`src/sv/pdhh_pkg.sv`:
```
// shared types, register map and constants of the heading hold core
package pdhh_pkg;

    localparam int YAW_W    = 16;
    localparam int GAIN_W   = 16;
    localparam int DRIVE_W  = 10;
    localparam int CMD_W    = 11;
    localparam int TOL_W    = 15;
    localparam int ADDR_W   = 5;
    localparam int APB_W    = 32;
    localparam int REG_IDX_W = 3;

    // one full turn is 46080 counts of 1/128 degree
    localparam int TURN_COUNTS = 46080;
    localparam int HALF_TURN   = 23040;
    localparam int GAIN_SHIFT  = 15;
    localparam int DRIVE_LIMIT = 1023;

    // register indexes
    localparam logic [REG_IDX_W-1:0] REG_TARGET_YAW = 3'd0;
    localparam logic [REG_IDX_W-1:0] REG_PROP_GAIN  = 3'd1;
    localparam logic [REG_IDX_W-1:0] REG_DAMP_GAIN  = 3'd2;
    localparam logic [REG_IDX_W-1:0] REG_MIN_DRIVE  = 3'd3;
    localparam logic [REG_IDX_W-1:0] REG_MAX_DRIVE  = 3'd4;
    localparam logic [REG_IDX_W-1:0] REG_ARRIVE_TOL = 3'd5;

    // reset values
    localparam logic [YAW_W-1:0]   RST_TARGET_YAW = 16'd0;
    localparam logic [GAIN_W-1:0]  RST_PROP_GAIN  = 16'd3840;
    localparam logic [GAIN_W-1:0]  RST_DAMP_GAIN  = 16'd1792;
    localparam logic [DRIVE_W-1:0] RST_MIN_DRIVE  = 10'd40;
    localparam logic [DRIVE_W-1:0] RST_MAX_DRIVE  = 10'd500;
    localparam logic [TOL_W-1:0]   RST_ARRIVE_TOL = 15'd256;

    typedef struct packed {
        logic [YAW_W-1:0]   target_yaw;
        logic [GAIN_W-1:0]  prop_gain;
        logic [GAIN_W-1:0]  damp_gain;
        logic [DRIVE_W-1:0] min_drive;
        logic [DRIVE_W-1:0] max_drive;
        logic [TOL_W-1:0]   arrive_tolerance;
    } pdhh_cfg_t;

    typedef struct packed {
        logic [CMD_W-1:0] left_drive;
        logic [CMD_W-1:0] right_drive;
        logic             arrived;
    } pdhh_result_t;

endpackage

```
`src/sv/pdhh_regs.sv`:
```
// configuration register file with its apb-style access port
module pdhh_regs
    import pdhh_pkg::*;
(
    input  logic              aclk,
    input  logic              aresetn,
    input  logic              psel,
    input  logic              penable,
    input  logic              pwrite,
    input  logic [ADDR_W-1:0] paddr,
    input  logic [APB_W-1:0]  pwdata,
    output logic [APB_W-1:0]  prdata,
    output logic              pready,
    output pdhh_cfg_t         cfg
);

    pdhh_cfg_t              cfg_reg;
    logic                   wr_en;
    logic [REG_IDX_W-1:0]   reg_idx;

    assign pready  = 1'b1;
    assign wr_en   = psel && penable && pwrite && pready;
    assign reg_idx = paddr[ADDR_W-1:2];
    assign cfg     = cfg_reg;

    always_ff @(posedge aclk) begin
        if (!aresetn) begin
            cfg_reg.target_yaw       <= RST_TARGET_YAW;
            cfg_reg.prop_gain        <= RST_PROP_GAIN;
            cfg_reg.damp_gain        <= RST_DAMP_GAIN;
            cfg_reg.min_drive        <= RST_MIN_DRIVE;
            cfg_reg.max_drive        <= RST_MAX_DRIVE;
            cfg_reg.arrive_tolerance <= RST_ARRIVE_TOL;
        end else if (wr_en) begin
            case (reg_idx)
                REG_TARGET_YAW: cfg_reg.target_yaw       <= pwdata[YAW_W-1:0];
                REG_PROP_GAIN:  cfg_reg.prop_gain        <= pwdata[GAIN_W-1:0];
                REG_DAMP_GAIN:  cfg_reg.damp_gain        <= pwdata[GAIN_W-1:0];
                REG_MIN_DRIVE:  cfg_reg.min_drive        <= pwdata[DRIVE_W-1:0];
                REG_MAX_DRIVE:  cfg_reg.max_drive        <= pwdata[DRIVE_W-1:0];
                REG_ARRIVE_TOL: cfg_reg.arrive_tolerance <= pwdata[TOL_W-1:0];
                default: ;
            endcase
        end
    end

    always_comb begin
        case (reg_idx)
            REG_TARGET_YAW: prdata = {{(APB_W-YAW_W){1'b0}}, cfg_reg.target_yaw};
            REG_PROP_GAIN:  prdata = {{(APB_W-GAIN_W){1'b0}}, cfg_reg.prop_gain};
            REG_DAMP_GAIN:  prdata = {{(APB_W-GAIN_W){1'b0}}, cfg_reg.damp_gain};
            REG_MIN_DRIVE:  prdata = {{(APB_W-DRIVE_W){1'b0}}, cfg_reg.min_drive};
            REG_MAX_DRIVE:  prdata = {{(APB_W-DRIVE_W){1'b0}}, cfg_reg.max_drive};
            REG_ARRIVE_TOL: prdata = {{(APB_W-TOL_W){1'b0}}, cfg_reg.arrive_tolerance};
            default:        prdata = '0;
        endcase
    end

endmodule

```
`src/sv/pdhh_calc.sv`:
```
// pd controller datapath: heading error, damping term, deadband and clamp
module pdhh_calc
    import pdhh_pkg::*;
(
    input  pdhh_cfg_t          cfg,
    input  logic [YAW_W-1:0]   yaw,
    input  logic               sensor_ready,
    input  logic               restart,
    input  logic [YAW_W-1:0]   prev_yaw,
    output pdhh_result_t       result,
    output logic [YAW_W-1:0]   prev_yaw_next
);

    localparam logic signed [YAW_W:0] HALF_S = (YAW_W+1)'(HALF_TURN);
    localparam logic signed [YAW_W:0] TURN_S = (YAW_W+1)'(TURN_COUNTS);

    logic signed [YAW_W:0]     diff;
    logic signed [YAW_W:0]     wrapped;
    logic signed [YAW_W-1:0]   err;
    logic        [YAW_W-1:0]   err_abs;
    logic        [YAW_W-1:0]   prev_eff;
    logic signed [YAW_W:0]     delta;
    logic signed [GAIN_W:0]    kp_s;
    logic signed [GAIN_W:0]    kd_s;
    logic signed [32:0]        prod_p;
    logic signed [33:0]        prod_d;
    logic signed [34:0]        pd_sum;
    logic                      neg;
    logic        [34:0]        pd_mag;
    logic        [19:0]        pd_shr;
    logic        [DRIVE_W-1:0] mag_sat;
    logic        [DRIVE_W-1:0] mag_db;
    logic        [DRIVE_W-1:0] mag_lim;
    logic        [CMD_W-1:0]   drive;

    // wrap the heading error into the half-open turn, one correction suffices
    assign diff = $signed({cfg.target_yaw[YAW_W-1], cfg.target_yaw})
                - $signed({yaw[YAW_W-1], yaw});

    always_comb begin
        if (diff >= HALF_S) begin
            wrapped = diff - TURN_S;
        end else if (diff < -HALF_S) begin
            wrapped = diff + TURN_S;
        end else begin
            wrapped = diff;
        end
    end

    assign err     = wrapped[YAW_W-1:0];
    assign err_abs = err[YAW_W-1] ? YAW_W'(-err) : YAW_W'(err);

    // restart reseeds the previous heading so that the change is zero
    assign prev_eff = restart ? yaw : prev_yaw;
    assign delta    = $signed({yaw[YAW_W-1], yaw}) - $signed({prev_eff[YAW_W-1], prev_eff});

    assign kp_s   = $signed({1'b0, cfg.prop_gain});
    assign kd_s   = $signed({1'b0, cfg.damp_gain});
    assign prod_p = err * kp_s;
    assign prod_d = delta * kd_s;
    assign pd_sum = 35'(prod_p) - 35'(prod_d);

    assign neg    = pd_sum[34];
    assign pd_mag = neg ? 35'(-pd_sum) : 35'(pd_sum);
    assign pd_shr = pd_mag[34:GAIN_SHIFT];

    always_comb begin
        if (pd_shr > 20'(DRIVE_LIMIT)) begin
            mag_sat = DRIVE_W'(DRIVE_LIMIT);
        end else begin
            mag_sat = pd_shr[DRIVE_W-1:0];
        end
        // small nonzero drive is raised to the deadband edge
        if (mag_sat != '0 && mag_sat < cfg.min_drive) begin
            mag_db = cfg.min_drive;
        end else begin
            mag_db = mag_sat;
        end
        // the limit is applied last and wins
        if (mag_db > cfg.max_drive) begin
            mag_lim = cfg.max_drive;
        end else begin
            mag_lim = mag_db;
        end
        if (!sensor_ready) begin
            drive = '0;
        end else if (neg) begin
            drive = CMD_W'(-{1'b0, mag_lim});
        end else begin
            drive = {1'b0, mag_lim};
        end
    end

    assign result.right_drive = drive;
    assign result.left_drive  = CMD_W'(-drive);
    assign result.arrived     = (err_abs[TOL_W-1:0] < cfg.arrive_tolerance);

    assign prev_yaw_next = (sensor_ready || restart) ? yaw : prev_yaw;

endmodule

```
`src/sv/pd_heading_hold_core.sv`:
```
// top level of the pd heading hold core: stream pipeline and previous heading state
//
//  channel   dir  handshake              payload
//  s_axis    in   tvalid/tready          tdata: yaw; tuser: sensor_ready, restart
//  m_axis    out  tvalid/tready          tdata: left, right drive; tuser: arrived
//  apb       in   psel/penable/pready    six config registers at 4*i
//
// one item per cycle sustained while m_axis_tready is high; an accepted item passes
// the input register, then the result register after the single-pass datapath
// reset clears both valid stages, the previous heading and the registers
// a stalled result holds in the result register while the input register still
// takes one more item; s_axis_tready drops only when both are full
module pd_heading_hold_core
    import pdhh_pkg::*;
(
    input  logic              aclk,
    input  logic              aresetn,
    input  logic              s_axis_tvalid,
    output logic              s_axis_tready,
    input  logic [15:0]       s_axis_tdata,   // [15:0] yaw
    input  logic [1:0]        s_axis_tuser,   // [0] sensor_ready, [1] restart
    output logic              m_axis_tvalid,
    input  logic              m_axis_tready,
    output logic [23:0]       m_axis_tdata,   // [10:0] left_drive, [21:11] right_drive, pad
    output logic              m_axis_tuser,   // [0] arrived
    input  logic              psel,
    input  logic              penable,
    input  logic              pwrite,
    input  logic [ADDR_W-1:0] paddr,
    input  logic [APB_W-1:0]  pwdata,
    output logic [APB_W-1:0]  prdata,
    output logic              pready
);

    pdhh_cfg_t          cfg;
    pdhh_result_t       calc_res;
    logic [YAW_W-1:0]   prev_yaw_next;

    logic               in_valid_reg;
    logic [YAW_W-1:0]   in_yaw_reg;
    logic               in_ready_reg;
    logic               in_restart_reg;
    logic [YAW_W-1:0]   prev_yaw_reg;
    logic               out_valid_reg;
    pdhh_result_t       out_res_reg;
    logic               advance;

    pdhh_regs u_regs (
        .aclk    (aclk),
        .aresetn (aresetn),
        .psel    (psel),
        .penable (penable),
        .pwrite  (pwrite),
        .paddr   (paddr),
        .pwdata  (pwdata),
        .prdata  (prdata),
        .pready  (pready),
        .cfg     (cfg)
    );

    pdhh_calc u_calc (
        .cfg           (cfg),
        .yaw           (in_yaw_reg),
        .sensor_ready  (in_ready_reg),
        .restart       (in_restart_reg),
        .prev_yaw      (prev_yaw_reg),
        .result        (calc_res),
        .prev_yaw_next (prev_yaw_next)
    );

    assign advance       = !out_valid_reg || m_axis_tready;
    assign s_axis_tready = !in_valid_reg || advance;

    always_ff @(posedge aclk) begin
        if (!aresetn) begin
            in_valid_reg  <= 1'b0;
            out_valid_reg <= 1'b0;
            prev_yaw_reg  <= '0;
        end else begin
            if (s_axis_tvalid && s_axis_tready) begin
                in_valid_reg <= 1'b1;
            end else if (advance) begin
                in_valid_reg <= 1'b0;
            end
            if (advance) begin
                out_valid_reg <= in_valid_reg;
                // state moves with the item that leaves the input register
                if (in_valid_reg) begin
                    prev_yaw_reg <= prev_yaw_next;
                end
            end
        end
    end

    always_ff @(posedge aclk) begin
        if (s_axis_tvalid && s_axis_tready) begin
            in_yaw_reg     <= s_axis_tdata[YAW_W-1:0];
            in_ready_reg   <= s_axis_tuser[0];
            in_restart_reg <= s_axis_tuser[1];
        end
        if (advance && in_valid_reg) begin
            out_res_reg <= calc_res;
        end
    end

    assign m_axis_tvalid = out_valid_reg;
    assign m_axis_tdata  = {2'b00, out_res_reg.right_drive, out_res_reg.left_drive};
    assign m_axis_tuser  = out_res_reg.arrived;

endmodule

```
`config.mk`:
```
export PLATFORM = sky130hd
export DESIGN_NAME = pd_heading_hold_core
export DESIGN_NICKNAME = d
export VERILOG_FILES = /design/src/sv/pdhh_pkg.sv /design/src/sv/pdhh_regs.sv /design/src/sv/pdhh_calc.sv /design/src/sv/pd_heading_hold_core.sv
export SDC_FILE = /design/constraint.sdc
export NUM_CORES = 2
export LEC_CHECK = 0
export BUFFER_PORTS_ARGS = -buffer_cell sky130_fd_sc_hd__clkbuf_2
export CORE_ASPECT_RATIO = 0.6
export CORE_MARGIN = 2
export CORE_UTILIZATION = 45
export CTS_CLUSTER_SIZE = 20
export DETAILED_ROUTE_END_ITERATION = 7
export GPL_TIMING_DRIVEN = 0
export HOLD_SLACK_MARGIN = 0.03
export MAX_ROUTING_LAYER = met4
export PLACE_DENSITY = 0.76
export SETUP_SLACK_MARGIN = 0.02
export SYNTH_ARGS = -nofsm -noshare
export SYNTH_HDL_FRONTEND = slang
export SYNTH_SLANG_ARGS = --single-unit
```
`constraint.sdc`:
```
create_clock -name aclk -period 17.25 [get_ports aclk]
set_clock_uncertainty 0.2 [all_clocks]
set_input_delay 4.3125 -clock aclk [delete_from_list [all_inputs] [get_ports aclk]]
set_output_delay 4.3125 -clock aclk [all_outputs]
set_load 0.05 [all_outputs]
```
==> impl_metrics.toml <==
[outcome]
status = "finished with violations"
violations = "DRC, setup timing"

[finish]
syn_to_final_growth_pct = 16.78
layout_common_cells = "inv_1 (572), fa_1 (519), nand2_1 (454)"
nets = 4497
instances_no_fill = 4556
final_common_cell = "inv_1"
post-route-util_pct = 52.91
drive_gt1_share_pct = 15.01
n_fill_cell = 5753
largest_reg_flops = 83

[critical_path]
worstSetupPathType = "flip-flop to flip-flop"
crit_top_cell = "a21oi_2"
worstReg2RegStart = "in_yaw_reg[0]"
cp_slowest_cell = "fa_2"
cp.required_ps = 17310
rrSetupSlack_ps = -640
critPathBufInv = 13
crit_family = "adder cells"
worstSetupEndpointType = "flip-flop"
startpoint_type = "flip-flop"
cp_max_fo = 7
rr_worst_depth = 80
r2r-end = "m_axis_tdata[10]"
critical_path_arrival_ps = 17950
critPathMaxStageDelay_ps = 630

[floorplanning]
ios = 122
core_area_sq_um = 66040
initial_core_util_pct = 45.31
die_area_sq_um = 68640
dieHeight_um = 203.7
die_x_um = 336.9
rows = 73

[yosys]
synth_area_per_cell_sq_um = 8.881
synth_edf_count = 40
yosysSeqAreaShare_pct = 10.77
ys.flop_type = "dfxtp_1"
syn_area_sq_um = 29920
async_reset_ff_share_pct = 0
yosys.area.top_type = "fa_1"
synthMuxAreaShare_pct = 2.446
ys_warn_count = 0
synth-simple-area-share_pct = 18.07
synth_area_leaders = "fa_1 (36%), ha_1 (10%), inv_1 (7.3%)"
syn_inst = 3369
synth-compound-area-share_pct = 9.886
ys_types = 87
ys_ff_latch = 141
synth-xor-area-share_pct = 2.313
yosys.area_share.adder_pct = 46.65
yosys.area.top_type_share_pct = 36.20
synth_top_family_by_area = "adder cells"

[place]
dp_hpwl_um = 79930
dp.cells = 4367
gp_congestion = 1.039
port-buffer-count = 80
dpl_worst_slack_ps = -3715

[timing]
rsz0062_at_grt = "yes"
fin_crit_ps = 17890
setup_ws_ps = -638.3
hold_viol = 0
period_share_pct = 103.7
worst_slew_pin_slew_ps = 1422
slew_viol_final = 0
relSlewSlack_pct = 4.478
setup_viol = 7
fmax_ghz = 0.05590

[worst_hold_path]
hold_depth = 2
min_from = "u_regs.cfg[79]"
hold_class = "flip-flop to flip-flop"
hold_path_end = "u_regs.cfg[79]"

[clock_network]
clockRootBuffer = "clkbuf_16"
cts_buffers = 25
cts_tree = "done"
htreeDepth = 4
clk_pin_slew_ps = 70
clock_sinks = 141
cts.path.max_buffers = 3
ctsHoldBuffers = 0
clk_latency_ps = 500

[route]
wl_per_cell_um = 21.96
routed_wl_um = 100100
drtIter0Drc = 2816
remaining_drc_errors = 2
routed_via_density = 5.537
vias = 25230
final_antenna_net_count = 0
drt-pass1-iter-count = 8

[run]
maxCapViolCount = 0

[global_route]
grt_pass1_wl_um = 150200
grt_pass1_vias = 24810
grt_max_degree = 21
grt-ovfl-total = 0
antenna_found_initial = 3
grt_usage_pct = 30.10
## routing by layer
metal / GRT usage, % / vias up / part of all wire (%)
li1: - / 11110 / -
met1: 42.21 / 12390 / 42
met2: 35.77 / 1584 / 36
met3: 19.07 / 148 / 19
met4: 4.927 / 0 / 2.0
met5: - / - / 0
## how the worst max path moves through the flow
stage	from	end	cells past startpoint	slack, ps
floorplan	in_yaw_reg[0]	m_axis_tdata[10]	79	30
global placement	in_yaw_reg[1]	m_axis_tdata[10]	76	-3610
detailed placement	in_yaw_reg[1]	m_axis_tdata[10]	77	-3720
CTS	in_yaw_reg[0]	m_axis_tdata[10]	82	-120
global route	in_yaw_reg[0]	m_axis_tdata[9]	85	-1250
finish	in_yaw_reg[0]	m_axis_tdata[10]	80	-640
## cell type report
type | instances | area (sq um) | area share (%)
Antenna cell | 6 | 15.01 | 0.04297
Inverter | 583 | 2196 | 6.284
Tap cell | 900 | 1126 | 3.223
Multi-Input combinational cell | 2487 | 25060 | 71.73
Timing Repair Buffer | 237 | 1658 | 4.745
Buffer | 169 | 980.9 | 2.807
Sequential cell | 141 | 3223 | 9.224
Clock inverter | 3 | 13.76 | 0.03939
Clock buffer | 30 | 664.4 | 1.901
## logic make-up after synthesis
group | Yosys count
and+or+nand+nor | 1101
adders and majority gates | 791
buffers and inverters | 758
AOI/OAI and AO/OA | 429
DFF | 141
xor gates and xnor gates | 79
muxes | 68
other | 2
## worst register-to-register path, delay by kind of cell, from the launching register on
kind	cells	cell delay, ps
buf+inv	13	1480
fa+ha+maj	14	5920
flops	1	520
xor+xnor	4	620
simple gates	20	3630
compound gates	29	5290
## metrics by stage
stage | hold slack, ps | TNS [ps] | cell area, sq um
floorplan | 253.4 | 0 | 30050
global placement | 278.6 | -53400 | 31570
detailed placement | 284.6 | -55530 | 31590
CTS | 291.2 | -145.7 | 34210
global route | 320.6 | -11330 | 34940
finish | 289.2 | -2541 | 34940
## cells in the mapped netlist (7+ instances only)
cell type / number
and2_1: 284
o211ai_1: 21
nand4_1: 14
inv_1: 583
nand2b_1: 33
dfxtp_1: 101
nor2b_1: 69
nand2_1: 467
mux2i_1: 54
a21oi_1: 97
ha_1: 250
nor3_1: 21
xnor2_1: 50
a21o_1: 17
a31oi_1: 20
nor2_1: 130
and3_1: 14
buf_4: 22
clkbuf_1: 139
a32oi_1: 8
buf_1: 8
a211oi_1: 8
edfxtp_1: 40
a22oi_1: 9
nand3_1: 24
xor2_1: 29
a21boi_0: 74
fa_1: 541
o21ai_0: 72
o221ai_1: 7
or3_1: 9
o22ai_1: 9
mux2_2: 11
o21a_1: 10
## timing repair
action,4_1_cts,5_1_grt
pin swaps,105,109
buffers inserted,116,40
gates resized for setup,247,115
setup endpoints to repair,21,20
gates cloned,0,1
Power is left out: the tool's default activity adds up to more than one toggle a clock period on the data nets, which glitch-free logic cannot reach.
